[src/rtl/hba_pkg.sv]
`default_nettype none

package hba_pkg;

    localparam int WORD_WIDTH  = 32;
    localparam int MAX_BUCKETS = 64;

    localparam int LEADER_W = 32;
    localparam int MAXD_W   = 6;
    localparam int LIMIT_W  = 7;
    localparam int INDEX_W  = 6;
    localparam int STATUS_W = 3;
    localparam int FILL_W   = 16;

    localparam int IDX_W   = (MAX_BUCKETS > 1) ? $clog2(MAX_BUCKETS) : 1;
    localparam int TOT_W   = $clog2(MAX_BUCKETS + 1);
    localparam int DIST_W  = $clog2(WORD_WIDTH + 1);
    localparam int DCMP_W  = (DIST_W > MAXD_W) ? DIST_W : MAXD_W;
    localparam int CMP_W   = (TOT_W > LIMIT_W) ? TOT_W : LIMIT_W;

    localparam logic [FILL_W-1:0] FILL_TOP = '1;

    localparam logic [1:0] REG_MAX_DISTANCE = 2'd0;
    localparam logic [1:0] REG_BUCKET_LIMIT = 2'd1;

    typedef enum logic [STATUS_W-1:0] {
        ST_ROOM     = 3'd0,
        ST_NEW      = 3'd1,
        ST_OVERFLOW = 3'd2,
        ST_UNFIT    = 3'd3,
        ST_CLEARED  = 3'd4
    } status_t;

    // Search token that walks the cell row, one cell per cycle.
    typedef struct packed {
        logic                  valid;
        logic [WORD_WIDTH-1:0] word;
        logic                  hit;
        logic [IDX_W-1:0]      hit_idx;
        logic                  have_full;
        logic [IDX_W-1:0]      full_idx;
    } tok_t;

    // Settings and write commands broadcast from the controller to every cell.
    typedef struct packed {
        logic [TOT_W-1:0]      total;
        logic [MAXD_W-1:0]     max_distance;
        logic [LIMIT_W-1:0]    bucket_limit;
        logic                  wr_en;
        logic                  wr_new;
        logic [IDX_W-1:0]      wr_idx;
        logic [WORD_WIDTH-1:0] word;
    } bus_t;

    function automatic logic [DIST_W-1:0] popcount(input logic [WORD_WIDTH-1:0] x);
        logic [DIST_W-1:0] n;
        n = '0;
        for (int i = 0; i < WORD_WIDTH; i++) begin
            n = n + DIST_W'(x[i]);
        end
        return n;
    endfunction

endpackage

`default_nettype wire

[src/rtl/hba_cell.sv]
`default_nettype none

module hba_cell (
    input  wire logic              aclk,
    input  wire logic              aresetn,
    input  wire logic [hba_pkg::IDX_W-1:0] cell_idx,
    input  wire hba_pkg::tok_t     tok_in,
    input  wire hba_pkg::bus_t     bus,
    output hba_pkg::tok_t          tok_out
);

    logic [hba_pkg::WORD_WIDTH-1:0] rep_reg;
    logic [hba_pkg::WORD_WIDTH-1:0] rep_next;
    logic [hba_pkg::FILL_W-1:0]     fill_reg;
    logic [hba_pkg::FILL_W-1:0]     fill_next;
    logic [hba_pkg::FILL_W-1:0]     fill_bumped;
    hba_pkg::tok_t                  tok_reg;
    hba_pkg::tok_t                  tok_next;

    logic [hba_pkg::DIST_W-1:0] ham_dist;
    logic                       is_open;
    logic                       in_range;
    logic                       has_room;

    assign ham_dist = hba_pkg::popcount(rep_reg ^ tok_in.word);
    assign is_open  = hba_pkg::TOT_W'(cell_idx) < bus.total;
    assign in_range = hba_pkg::DCMP_W'(ham_dist) <= hba_pkg::DCMP_W'(bus.max_distance);
    assign has_room = fill_reg < hba_pkg::FILL_W'(bus.bucket_limit);
    assign fill_bumped = (fill_reg == hba_pkg::FILL_TOP) ? fill_reg : fill_reg + 1'b1;

    always_comb begin
        rep_next  = rep_reg;
        fill_next = fill_reg;
        tok_next  = tok_in;
        if (tok_in.valid && is_open && in_range && !tok_in.hit) begin
            if (has_room) begin
                fill_next        = fill_bumped;
                tok_next.hit     = 1'b1;
                tok_next.hit_idx = cell_idx;
            end else if (!tok_in.have_full) begin
                tok_next.have_full = 1'b1;
                tok_next.full_idx  = cell_idx;
            end
        end
        // Controller writes only land while no token is in the row.
        if (bus.wr_en && (bus.wr_idx == cell_idx)) begin
            if (bus.wr_new) begin
                rep_next  = bus.word;
                fill_next = '0;
            end else begin
                fill_next = fill_bumped;
            end
        end
    end

    always_ff @(posedge aclk) begin
        rep_reg  <= rep_next;
        fill_reg <= fill_next;
        if (!aresetn) begin
            tok_reg <= '0;
        end else begin
            tok_reg <= tok_next;
        end
    end

    assign tok_out = tok_reg;

endmodule

`default_nettype wire
[config.mk]
export PLATFORM = sky130hd
export DESIGN_NAME = hba_cell
export DESIGN_NICKNAME = d
export VERILOG_FILES = /design/src/rtl/hba_pkg.sv /design/src/rtl/hba_cell.sv
export SDC_FILE = /design/constraint.sdc
export NUM_CORES = 1
export LEC_CHECK = 0
export ABC_CLOCK_PERIOD_IN_PS = 14350
export BUFFER_PORTS_ARGS = -buffer_cell sky130_fd_sc_hd__buf_2
export CORE_ASPECT_RATIO = 1.75
export CORE_UTILIZATION = 38
export CTS_CLUSTER_DIAMETER = 40
export DETAILED_ROUTE_END_ITERATION = 6
export PLACE_DENSITY = 0.6
export SYNTH_ARGS = -nofsm -noshare
export SYNTH_HDL_FRONTEND = slang
export SYNTH_SLANG_ARGS = --single-unit
[constraint.sdc]
create_clock -name aclk -period 14.35 [get_ports aclk]
set_clock_uncertainty 0.1 [all_clocks]
set_input_delay 2.87 -clock aclk [delete_from_list [all_inputs] [get_ports aclk]]
set_output_delay 2.87 -clock aclk [all_outputs]
set_load 0.02 [all_outputs]
======== Word-level counts from Yosys, hierarchy flattened ========
Cells that the tools add are included.
word-level totals
  logic and storage cells ................. 64
  input port bits ......................... 115
  register bits ........................... 95
  output and inout port bits .............. 47
cells by class
  equality and inequality tests ........... 2
  reductions and logical operators ........ 9
  $add $sub $neg .......................... 32
  order comparisons ....................... 3
  bitwise operators ....................... 1
  muxes and demuxes ....................... 9
operator list
  operator                                        count
  adder 6 x 1 -> 6 bit                            26
  2-to-1 mux 16 bit                               5
  XOR 32 bit                                      1
  adder 16 x 1 -> 16 bit (second input constant)  1
  equality test 16 bit (second input constant)    1
  less-than comparator 16 x 7 -> 1 bit            1
  2-to-1 mux 14 bit                               1
  2-to-1 mux 7 bit                                2
  less-than comparator 6 x 7 -> 1 bit             1
  adder 5 x 1 -> 6 bit                            1
  equality test 6 bit                             1
  <= comparator 6 bit                             1
  2-to-1 mux 6 bit                                1
  adder 4 x 1 -> 5 bit                            1
  adder 3 x 1 -> 4 bit                            1
  logical AND 1 bit                               4
  AND reduction 2 bit                             2
  nonzero test 2 bit                              2
  adder 2 x 1 -> 3 bit                            1
  adder 1 x 1 -> 2 bit                            1
  logical NOT 1 bit                               1

======== Longest topological paths before layout ========
Gate-level depths: netlist (run 1).
  word-level depth ........................ 37
  mapped depth ............................ 24
  gate-level depth less buffers ........... 23

======== Least setup slack after synthesis (run 1) ========
OpenSTA, ideal clock, no wires.
  path type ............................... input to register
  start point ............................. input port tok_in[33] in the netlist's numbering
  end point ............................... register fill_reg[0] in the netlist's numbering, enable pin
  setup time .............................. 0.375 ns
  data required time ...................... 13.875 ns
  cell stages on the path ................. 24
  buffers on the path ..................... 1
  slack ................................... 5.211 ns
  arrival time ............................ 8.664 ns
  path through ............................ xnor2_1 > fa_1 > fa_1 > inv_1 > fa_1 > inv_1 > fa_1 > fa_1 > inv_1 > fa_1 > ha_1 > inv_1 > fa_1 > inv_1 > a21o_1 > a21oi_1 > xnor2_1 > ha_1 > a21oi_1 > a21boi_0 > o32ai_2 > nand4bb_1 > buf_6 > nand2b_1
between the ends
  cells in the longest elaborated chain, start to end .. 19
ends and longest elaborated chain
  what                                 RTL line        source
  from (decl)                          hba_cell.sv:7   input wire hba_pkg::tok_t tok_in,
  XOR 32 bit                           hba_cell.sv:25  assign ham_dist = hba_pkg::popcount(rep_reg ^ tok_in.word);
  adder 6 x 1 -> 6 bit (13 in series)  hba_pkg.sv:59   n = n + DIST_W'(x[i]);
  <= comparator 6 bit                  hba_cell.sv:27  assign in_range = hba_pkg::DCMP_W'(ham_dist) <= hba_pkg::DCMP_W'(bus.max_distance);
  logical AND 1 bit (2 in series)      hba_cell.sv:35  if (tok_in.valid && is_open && in_range && !tok_in.hit) begin
  nonzero test 2 bit (no line)         -
  AND reduction 2 bit (no line)        -
  to (signal assigned)                 hba_cell.sv:58  fill_reg <= fill_next;
  to (decl)                            hba_cell.sv:14  logic [hba_pkg::FILL_W-1:0] fill_reg;
No other way between the ends.
A chain may end at the register's enable or synchronous reset.

======== Worst setup path after layout (run 1) ========
  start point ............................. input port tok_in[33] in the netlist's numbering
  end point ............................... register fill_reg[7] in the netlist's numbering, enable pin
The elaborated chain is that of the path after synthesis.

==> results of run 1 <==
==> synth_stat cells (all sizes together) (3+ instances only) <==
| cell type | count | area (sq um) |
|---|---|---|
| a211oi | 4 | 30.0 |
| o21ai | 3 | 15.0 |
| nand2 | 25 | 93.8 |
| nor4 | 4 | 25.0 |
| xor2 | 12 | 105 |
| a21oi | 13 | 65.1 |
| xnor2 | 41 | 359 |
| inv | 43 | 161 |
| nor2 | 18 | 67.6 |
| clkbuf | 11 | 41.3 |
| and2 | 35 | 219 |
| a21boi | 3 | 22.5 |
| mux2i | 13 | 130 |
| fa | 24 | 480 |
| nand3 | 9 | 45.0 |
| nand4 | 7 | 50.1 |
| dfxtp | 47 | 941 |
| nand2b | 3 | 18.8 |
| ha | 25 | 313 |
| edfxtp | 48 | 1440 |
==> path summary, 6_finish.rpt <==
path / from / depth (start not counted) / endpoint
max: tok_in[33] / 24 / fill_reg[7]
min: fill_reg[12] / 1 / fill_reg[12]
max reg2reg: rep_reg[19] / 23 / fill_reg[7]
min reg2reg: fill_reg[12] / 1 / fill_reg[12]
==> per-layer routing <==
metal	vias to the layer above	part of all wire (%)	global-route usage (%)	wire length, um
li1	1711	-	-	-
met1	1658	35	18.1	3980
met2	110	56	33.5	6310
met3	32	4.7	3.69	537
met4	0	4.4	9.99	503
met5	-	0	0	0
==> where the power goes <==
group	switching, W	total (W)	internal [W]	leakage (nW)
sequential	0.00000336	0.000298	0.000295	0.823
combinational	0.000257	0.000484	0.000227	1.84
clock	0.000113	0.000252	0.000139	0.154
total	0.000374	0.00103	0.000661	2.82
==> layout make-up <==
class / instances / area share, %
clock inverters: 7 / 1.42
multi-input cells: 265 / 37.1
clock buffers: 9 / 3.66
repair buffers: 161 / 13.1
inverters: 43 / 2.62
flip-flops and latches: 95 / 38.7
well taps: 168 / 3.41
==> cells by family (layout without fill, tap and decap cells) <==
family	Yosys count	after routing	synth area share, %
AO/OA/AOI/OAI	36	36	5.52
XOR/XNOR	53	53	9.52
adder cells (fa/ha/maj)	49	49	16.3
buffers and inverters	55	220	4.39
flip-flops	95	95	48.9
multiplexers	13	13	2.67
AND/OR/NAND/NOR	114	114	12.8
==> through the flow <==
| stage | instance area [sq um] | power [W] |
|---|---|---|
| after floorplan | 4870 | 0.000675 |
| after global placement | 5850 | 0.000772 |
| after detailed placement | 5850 | 0.000787 |
| after CTS | 6160 | 0.00105 |
| after global routing | 6160 | 0.00113 |
| final | 6160 | 0.00103 |
==> metrics.md, run 1 <==
| Metric | Value |
|---|---|
| Share of layout cells above drive strength 1 | `31.9%` |
| Actual slew at the worst max-slew pin | `1.13 ns` |
| CTS tree | `done` |
| Avg WL per Cell | `15.2 um` |
| Die W | `87.6 um` |
| Run status | `complete, no violations` |
| Worst setup SP type | `input port` |
| Register area share after synthesis | `48.9%` |
| First-pass GRT wire length | `17.9 mm` |
| Static Leak | `2.82 nW` |
| DRT iter0 DRCs | `97` |
| # H-tree levels | `3` |
| # fillers | `1158` |
| Worst-path fanout max | `16` |
| RSZ-0062 raised after global routing | `no` |
| Drt total wl | `11.3 mm` |
| Setup_tns | `0 ns` |
| Final WS setup | `4.54 ns` |
| Port Buf Inserts | `161` |
| CTS Sinks | `95` |
| CP required | `14.23 ns` |
| Worst-Skew Late Latency | `0.35 ns` |
| Reg area | `0.00238 sq mm` |
| Reg-to-reg setup timing slack | `6.79 ns` |
| Detailed placer's ending HPWL | `9.03 mm` |
| Max reg flops | `47` |
| Crit path cell chain | `buf_2 > xnor2_1 > fa_1 > fa_1 > inv_1 > fa_1 > inv_1 > fa_1 > fa_1 > inv_1 > fa_1 > ha_1 > inv_1 > fa_1 > inv_1 > a21o_1 > a21oi_1 > xnor2_1 > ha_1 > a21oi_1 > a21boi_0 > o32ai_2 > nand4bb_1 > nand2b_1` |
| Crit end category | `flop` |
| Critical path type | `in2reg` |
| Die ar. | `0.0133 sq mm` |
| Vias in the first global route | `3671` |
| Finished Core Util | `49.3%` |
| Residual DRC | `0` |
| Cell family with most CP delay | `adder cells` |
| Final setup viols | `0` |
| Initial Util | `39.0%` |
| Postcts setup bufs | `0` |
| Post-synth EDFFs | `48` |
| Area Overhead vs Synth | `26.3%` |
| Hold buffers post-CTS | `0` |
| Minimum clock period after layout | `9.81 ns` |
| Num ports | `162` |
| Initial antenna violation count | `0` |
| YS warnings | `0` |
| Die Ht | `152 um` |
| CP bufs+invs | `6` |
| Ant. Diodes | `0` |
| Most common cell after layout, fill and taps aside | `buf_2` |
| Pre-CTS setup slack | `4.10 ns` |
| Final ANT Viol Nets | `0` |
| Placed Cells | `732` |
| Core Footprint | `0.0125 sq mm` |
| Register bit total from synthesis | `95` |
| Via density | `4.69` |
| DRT Pass-1 Iters | `4` |
| Slew Limit Fails | `0` |
| Fin crit share | `68.4%` |
| Hold Vio Cnt, Final | `0` |
| Min-delay worst type | `reg2reg` |
| Unique masters post-synth | `42` |
| CTS Buffer Depth | `2` |
| Multi-input gate area | `0.00229 sq mm` |
| Gpl congestion | `0.926` |
| Relative slew slack | `24.7%` |
| Post-CTS resize count | `0` |
| Worst hold margin | `0.553 ns` |
| Most used flip-flop cell after synthesis | `edfxtp_1` |
| Ys async rst share | `0%` |
| Maximum vdd drop | `91.3 uV` |
| Reg clk slew, reported paths | `0.07 ns` |
| Mapped Area | `0.00487 sq mm` |
| Core Rows | `54` |
| Final std cells w/o fill | `748` |
| Synthesized instance count | `415` |
| Total GRT Usage | `18.1%` |
| Largest net degree at the start of global routing | `54` |
| Slowest cell on crit path | `nand2b_1` |
| Crit path largest cell delay | `0.78 ns` |
| Arr. time, crit path | `9.69 ns` |
| Crit path top cell by count | `fa_1` |
| GR Overflow Total | `0` |
| Most frequent cells in the layout | `buf_2, edfxtp_1, dfxtp_1, inv_1, xnor2_1` |
| Max-cap viol count | `0` |
| PwrDens | `168 mW/mm^2` |
| Fin nets | `739` |
| CTS Buf Count | `9` |
| Clock root cell | `clkbuf_16` |
| Synth Area per Inst | `11.7 sq um` |
| Syn Nets | `579` |
| Fmax | `102 MHz` |
| Vias | `3511` |
(Power assumes the default switching activity.)
==> run 2, diff against run 1 <==
--- a/config.mk
+++ b/config.mk
@@ -5,13 +5,14 @@
 export SDC_FILE = /design/constraint.sdc
 export NUM_CORES = 1
 export LEC_CHECK = 0
-export ABC_CLOCK_PERIOD_IN_PS = 14350
+export ABC_AREA = 1
+export ABC_CLOCK_PERIOD_IN_PS = 9250
 export BUFFER_PORTS_ARGS = -buffer_cell sky130_fd_sc_hd__buf_2
 export CORE_ASPECT_RATIO = 1.75
 export CORE_UTILIZATION = 38
 export CTS_CLUSTER_DIAMETER = 40
 export DETAILED_ROUTE_END_ITERATION = 6
-export PLACE_DENSITY = 0.6
+export PLACE_DENSITY = 0.59
 export SYNTH_ARGS = -nofsm -noshare
 export SYNTH_HDL_FRONTEND = slang
 export SYNTH_SLANG_ARGS = --single-unit
==> constraint.sdc (replaced) <==
create_clock -name aclk -period 9.25 [get_ports aclk]
set_clock_uncertainty 0.1 [all_clocks]
set_input_delay 1.85 -clock aclk [delete_from_list [all_inputs] [get_ports aclk]]
set_output_delay 1.85 -clock aclk [all_outputs]
set_load 0.02 [all_outputs]
==> metrics.md, run 2 <==
| Metric | Value |
|---|---|
| Register area share after synthesis | `45.6% (-3.3 points)` |
| Initial antenna violation count | `0 (unchanged)` |
| Fin nets | `897 (+21%)` |
| YS warnings | `0 (unchanged)` |
| PwrDens | `252 mW/mm^2 (+50%)` |
| Worst-Skew Late Latency | `0.34 ns (about the same)` |
| Pre-CTS setup slack | `0.731 ns (-3.37 ns)` |
| Placed cell areas | `0.00622 sq mm (+6.4%)` |
| Fin crit share | `87.5%` |
| Actual slew at the worst max-slew pin | `0.915 ns (-0.213 ns)` |
| Total GRT Usage | `17.3% (-0.80 points)` |
| Core Rows | `56 (+3.7%)` |
| CTS tree | `done` |
| Synthesized instance count | `567 (+37%)` |
| Clock root cell | `clkbuf_16` |
| Syn Nets | `731 (+26%)` |
| Initial Util | `39.0% (+0.044 points)` |
| Reg-to-reg setup timing slack | `2.38 ns (-4.41 ns)` |
| Area Overhead vs Synth | `24.6%` |
| Die ar. | `0.0142 sq mm (+7.1%)` |
| Worst setup endpoint | `fill_reg[12]` |
| Worst R2R Start | `rep_reg[21]` |
| Worst setup SP type | `input port` |
| DRT iter0 DRCs | `117 (+21%)` |
| RSZ-0062 raised after global routing | `no` |
| Postcts setup bufs | `0 (unchanged)` |
| Most common cell after layout, fill and taps aside | `buf_2` |
| Critical path type | `in2reg` |
| Post-route cell area | `0.00651 sq mm (+5.7%)` |
| Worst hold margin | `0.554 ns (+0.00122 ns)` |
| Slew Limit Fails | `0 (unchanged)` |
| Most frequent cells in the layout | `buf_2, inv_1, nand2_1, edfxtp_1, dfxtp_1` |
| Core Footprint | `0.0134 sq mm (+7.1%)` |
| Fmax | `124 MHz` |
| First-pass GRT wire length | `19.1 mm (+6.9%)` |
| Unique masters post-synth | `38 (-9.5%)` |
| Gpl congestion | `0.819 (-12%)` |
| Max-cap viol count | `0 (unchanged)` |
| Die W | `90.6 um (+3.5%)` |
| Post-CTS resize count | `0 (unchanged)` |
| Vias in the first global route | `4325 (+18%)` |
| Minimum clock period after layout | `8.10 ns` |
| Drt total wl | `11.7 mm (+2.8%)` |
| Ant. Diodes | `0 (unchanged)` |
| Die Ht | `157 um (+3.5%)` |
| Port Buf Inserts | `161 (unchanged)` |
| Yosys top cell by area | `edfxtp_1` |
| Crit end category | `flop` |
| Residual DRC | `0 (unchanged)` |
| Mapped Area | `0.00523 sq mm (+7.2%)` |
| Avg WL per Cell | `12.8 um (-16%)` |
| Static Leak | `3.44 nW (+22%)` |
| Vias | `4074 (+16%)` |
| Area share of the leading cell type in the synthesized netlist | `27.6% (-2.0 points)` |
| Synth top area cells | `edfxtp_1, dfxtp_1, fa_1, inv_1, nand2_1` |
| CP required | `9.12 ns (-5.11 ns)` |
| Hold Vio Cnt, Final | `0 (unchanged)` |
| Arr. time, crit path | `7.97 ns (-1.72 ns)` |
| Min-delay worst type | `reg2reg` |
| Hold buffers post-CTS | `0 (unchanged)` |
| Worst r2r dst | `fill_reg[12]` |
| Via density | `4.47 (-4.8%)` |
| Synth Area per Inst | `9.22 sq um (-22%)` |
| Most used flip-flop cell after synthesis | `edfxtp_1` |
| CTS Sinks | `95 (unchanged)` |
| Post-synth EDFFs | `48 (unchanged)` |
| Largest net degree at the start of global routing | `47 (-13%)` |
| R2R depth | `25 (+8.7%)` |
| Share of layout cells above drive strength 1 | `28.9% (-3.0 points)` |
| Run status | `complete, no violations` |
| Most common cell in the netlist | `inv_1` |
| Detailed placer's ending HPWL | `9.63 mm (+6.7%)` |
| Reg clk slew, reported paths | `0.07 ns (about the same)` |
| DRT Pass-1 Iters | `5 (+1)` |
| Setup_tns | `0 ns (unchanged)` |
| Final ANT Viol Nets | `0 (unchanged)` |
| Register bit total from synthesis | `95 (unchanged)` |
| CTS Buf Count | `9 (unchanged)` |
| GR Overflow Total | `0 (unchanged)` |
| Ys async rst share | `0% (unchanged)` |
| Final WS setup | `1.15 ns (-3.39 ns)` |
| Max reg flops | `47 (unchanged)` |
| Relative slew slack | `39.0% (+14 points)` |
| Final setup viols | `0 (unchanged)` |
| Placed Cells | `896 (+22%)` |
| Maximum vdd drop | `217 uV (+140%)` |
| CP startpoint | `tok_in[33]` |
| # H-tree levels | `3 (unchanged)` |
| CTS Buffer Depth | `2 (unchanged)` |
| # fillers | `1342 (+16%)` |
| Num ports | `162 (unchanged)` |
| Final std cells w/o fill | `912 (+22%)` |
| Worst-path fanout max | `16 (unchanged)` |
| Most frequent cells after synthesis | `inv_1, nand2_1, edfxtp_1` |
run 2: critical path: stages:
cell,delay (ns)
buf_2,0.11
xnor2_1,0.20
fa_1,0.49
fa_1,0.55
inv_1,0.05
fa_1,0.49
inv_1,0.06
fa_1,0.46
fa_1,0.54
inv_1,0.05
fa_1,0.53
ha_1,0.16
inv_1,0.06
fa_1,0.39
o21ai_0,0.22
xor2_1,0.17
ha_1,0.24
nand2_1,0.09
nor2_1,0.07
nand2_1,0.08
inv_2,0.04
o21ai_0,0.18
nand2_2,0.12
nor2_8,0.19
inv_2,0.06
nand2_1,0.50
run 2: layout make-up:
cell class / instances / area, sq um / share of cell area (%)
clock inverters: 7 / 65.1 / 0.999
flip-flops and latches: 95 / 2380 / 36.6
multi-input cells: 333 / 2310 / 35.5
well taps: 174 / 218 / 3.34
clock buffers: 9 / 225 / 3.46
repair buffers: 162 / 813 / 12.5
inverters: 132 / 495 / 7.61
run 2: how the worst min path moves through the flow:
stage          depth (start not counted)           end         start  slack, ns
6_report                               2  fill_reg[14]  fill_reg[14]       0.55
4_1_cts                                2  fill_reg[14]  fill_reg[14]       0.56
5_1_grt                                2  fill_reg[14]  fill_reg[14]       0.64
3_5_place_dp                           2  fill_reg[14]  fill_reg[14]       0.54
2_1_floorplan                          2  fill_reg[14]  fill_reg[14]       0.50
3_3_place_gp                           2  fill_reg[15]  fill_reg[15]       0.55
run 2: metal layers:
metal	global-route usage [%]	vias up	share of wire, %
met5	0	-	0
met1	16.5	1872	36
met2	34.9	122	57
met4	6.84	0	2.5
li1	-	2062	-
met3	3.86	18	4.9
run 2: logic make-up (layout without fill, tap and decap cells):
kind of cell	after synthesis	after routing	synth area share, %
fa+ha+maj	49	49	15.2
xor+xnor	43	43	7.21
flops	95	95	45.6
simple gates	210	210	18.7
buf+inv	139	310	10.2
compound gates	31	31	3.14
run 2: report_power, final:
part	total, W	internal (W)	switching (W)
registers	0.000464	0.000458	0.00000537
clock network	0.000359	0.000189	0.000171
logic	0.000816	0.000348	0.000468
total	0.00164	0.000995	0.000644
run 2: metrics by stage:
| stage | utilization [%] | total power, W |
|---|---|---|
| 2_1_floorplan | - | 0.00112 |
| 3_3_place_gp | 46.5 | 0.00128 |
| 3_5_place_dp | 46.5 | 0.00131 |
| 4_1_cts | 48.7 | 0.00167 |
| 5_1_grt | 48.7 | 0.00183 |
| 6_report | 48.7 | 0.00164 |
==> run 3, diff against run 2 <==
--- a/config.mk
+++ b/config.mk
@@ -12,6 +12,8 @@
 export CORE_UTILIZATION = 38
 export CTS_CLUSTER_DIAMETER = 40
 export DETAILED_ROUTE_END_ITERATION = 6
+export HOLD_SLACK_MARGIN = 0.06
+export MAX_ROUTING_LAYER = met4
 export PLACE_DENSITY = 0.59
 export SYNTH_ARGS = -nofsm -noshare
 export SYNTH_HDL_FRONTEND = slang
==> metrics.md, run 3 (synthesis results as in run 2) <==
| Metric | Value |
|---|---|
| Run status | `complete, no violations` |
| Relative slew slack | `40.3% (+1.3 points)` |
| GR Overflow Total | `0 (unchanged)` |
| Clock root cell | `clkbuf_16` |
| CP startpoint | `tok_in[35]` |
| Die Ht | `157 um (unchanged)` |
| Worst-path fanout max | `16 (unchanged)` |
| Worst setup SP type | `input port` |
| DRT iter0 DRCs | `109 (-6.8%)` |
| Core Rows | `56 (unchanged)` |
| PwrDens | `253 mW/mm^2 (+0.49%)` |
| CP required | `9.12 ns (about the same)` |
| Worst R2R Start | `rep_reg[21]` |
| Fin crit share | `87.8% (+0.24 points)` |
| Actual slew at the worst max-slew pin | `0.896 ns (-0.0193 ns)` |
| Avg WL per Cell | `13.2 um (+3.2%)` |
| Vias in the first global route | `4286 (-0.90%)` |
| RSZ-0062 raised after global routing | `no` |
| Setup_tns | `0 ns (unchanged)` |
| Static Leak | `3.44 nW (unchanged)` |
| Hold Vio Cnt, Final | `0 (unchanged)` |
| Minimum clock period after layout | `8.12 ns (+0.0221 ns)` |
| # fillers | `1329 (-0.97%)` |
| M2 GR Usage | `36.8% (+1.8 points)` |
| Final ANT Viol Nets | `0 (unchanged)` |
| Crit path top cell by count | `fa_1` |
| Final setup viols | `0 (unchanged)` |
| Largest net degree at the start of global routing | `47 (unchanged)` |
| Crit end category | `flop` |
| Min-delay worst type | `reg2reg` |
| Internal power | `0.000997 W (+0.25%)` |
| Fmax | `123 MHz (-0.27%)` |
| Max-cap viol count | `0 (unchanged)` |
| CTS Buffer Depth | `2 (unchanged)` |
| Fin nets | `897 (unchanged)` |
| Die W | `90.6 um (unchanged)` |
| Combinational Power Share | `50.0% (+0.2 points)` |
| Seq pwr share | `28.2% (about the same)` |
| Vias | `4055 (-0.47%)` |
| Critical path type | `in2reg` |
| Drt total wl | `12.0 mm (+3.2%)` |
| Post-CTS resize count | `0 (unchanged)` |
| Maximum vdd drop | `196 uV (-9.5%)` |
| Hold buffers post-CTS | `0 (unchanged)` |
| CP bufs+invs | `7 (unchanged)` |
| Port Buf Inserts | `161 (unchanged)` |
| Gpl congestion | `0.832 (+1.5%)` |
| Switching power | `0.000650 W (+0.87%)` |
| Crit path largest cell delay | `0.55 ns (about the same)` |
| CTS tree | `done` |
| Met3 usage | `3.53% (-0.34 points)` |
| Busiest grt layer | `met2` |
| Via density | `4.45 (-0.47%)` |
| Most frequent cells in the layout | `buf_2, inv_1, nand2_1, edfxtp_1, dfxtp_1` |
| Die ar. | `0.0142 sq mm (unchanged)` |
| Area Overhead vs Synth | `24.6% (unchanged)` |
| Post-route cell area | `0.00651 sq mm (unchanged)` |
| Max reg flops | `47 (unchanged)` |
| Slew Limit Fails | `0 (unchanged)` |
| Hold Startpoint | `fill_reg[14]` |
| First-pass GRT wire length | `19.6 mm (+2.8%)` |
| Cell family with most CP delay | `adder cells` |
| Total GRT Usage | `18.4% (+1.1 points)` |
| Initial Util | `39.0% (unchanged)` |
| # H-tree levels | `3 (unchanged)` |
| Total power | `0.00165 W (+0.49%)` |
| Share of layout cells above drive strength 1 | `28.9% (unchanged)` |
| Postcts setup bufs | `0 (unchanged)` |
| CTS Buf Count | `9 (unchanged)` |
| Clock network power share | `21.9% (about the same)` |
| Slowest cell on crit path | `fa_1` |
| Num ports | `162 (unchanged)` |
| Placed cell areas | `0.00622 sq mm (unchanged)` |
| Switching power as a share of total power | `39.4% (+0.15 points)` |
| DRT Pass-1 Iters | `4 (-1)` |
| Core Footprint | `0.0134 sq mm (unchanged)` |
| GRT met1 Usage | `17.3% (+0.84 points)` |
| Most common cell after layout, fill and taps aside | `buf_2` |
| Detailed placer's ending HPWL | `9.78 mm (+1.6%)` |
| Worst-Skew Late Latency | `0.34 ns (about the same)` |
| Ant. Diodes | `0 (unchanged)` |
| CTS Sinks | `95 (unchanged)` |
| Arr. time, crit path | `7.99 ns (+0.02 ns)` |
| Residual DRC | `0 (unchanged)` |
| Initial antenna violation count | `0 (unchanged)` |
| Reg clk slew, reported paths | `0.07 ns (about the same)` |
-- run 3: cell counts in the layout (fill, tap and decap cells not counted) --
No cell type changed its count.
-- run 3: path summary, 6_finish.rpt --
path              cells past startpoint  slack, ns           end
hold / removal                        2       0.57  fill_reg[14]
setup reg to reg                     25       2.35  fill_reg[12]
setup / recovery                     26       1.13  fill_reg[12]
hold reg to reg                       2       0.57  fill_reg[14]
-- run 3: stage by stage --
| step | instances | util [%] | setup WS, ns | hold slack (ns) |
|---|---|---|---|---|
| 6_report | 912 | 48.7 | 1.13 | 0.568 |
| 5_1_grt | 912 | 48.7 | 0.675 | 0.616 |
| 4_1_cts | 912 | 48.7 | 1.08 | 0.569 |
| 3_5_place_dp | 896 | 46.5 | 0.728 | 0.551 |
| 3_3_place_gp | 896 | 46.5 | 0.798 | 0.544 |
| 2_1_floorplan | 567 | - | 1.25 | 0.497 |
-- run 3: cell type report --
type	instances	area (sq um)	share of cell area [%]
timing repair buffer	162	813	12.5
clock buffer	9	225	3.46
sequential	95	2380	36.6
multi-input combinational	333	2310	35.5
clock inverter	7	65.1	0.999
inverter	132	495	7.61
tap	174	218	3.34
-- run 3: worst register-to-register path, delay by kind of cell, from the launching register on --
kind / cells / cell delay (ns)
buf+inv: 6 / 0.32
flops: 1 / 0.39
simple gates: 6 / 1.06
fa+ha+maj: 9 / 3.88
compound gates: 2 / 0.39
xor+xnor: 2 / 0.37
-- run 3: metal layers --
layer / part of all wire [%] / up-vias
li1: - / 2070
met5: 0 / -
met2: 59 / 114
met1: 35 / 1862
met4: 0.91 / 0
met3: 4.9 / 9
-- run 3: power groups by stage --
| stage | Sequential (W) | Clock, W | Combinational [W] |
|---|---|---|---|
| 6_report | 0.000464 | 0.000360 | 0.000823 |
| 5_1_grt | 0.000466 | 0.000391 | 0.000966 |
| 4_1_cts | 0.000464 | 0.000375 | 0.000835 |
| 3_5_place_dp | 0.000474 | 0 | 0.000827 |
| 3_3_place_gp | 0.000473 | 0 | 0.000805 |
| 2_1_floorplan | 0.000493 | 0 | 0.000625 |
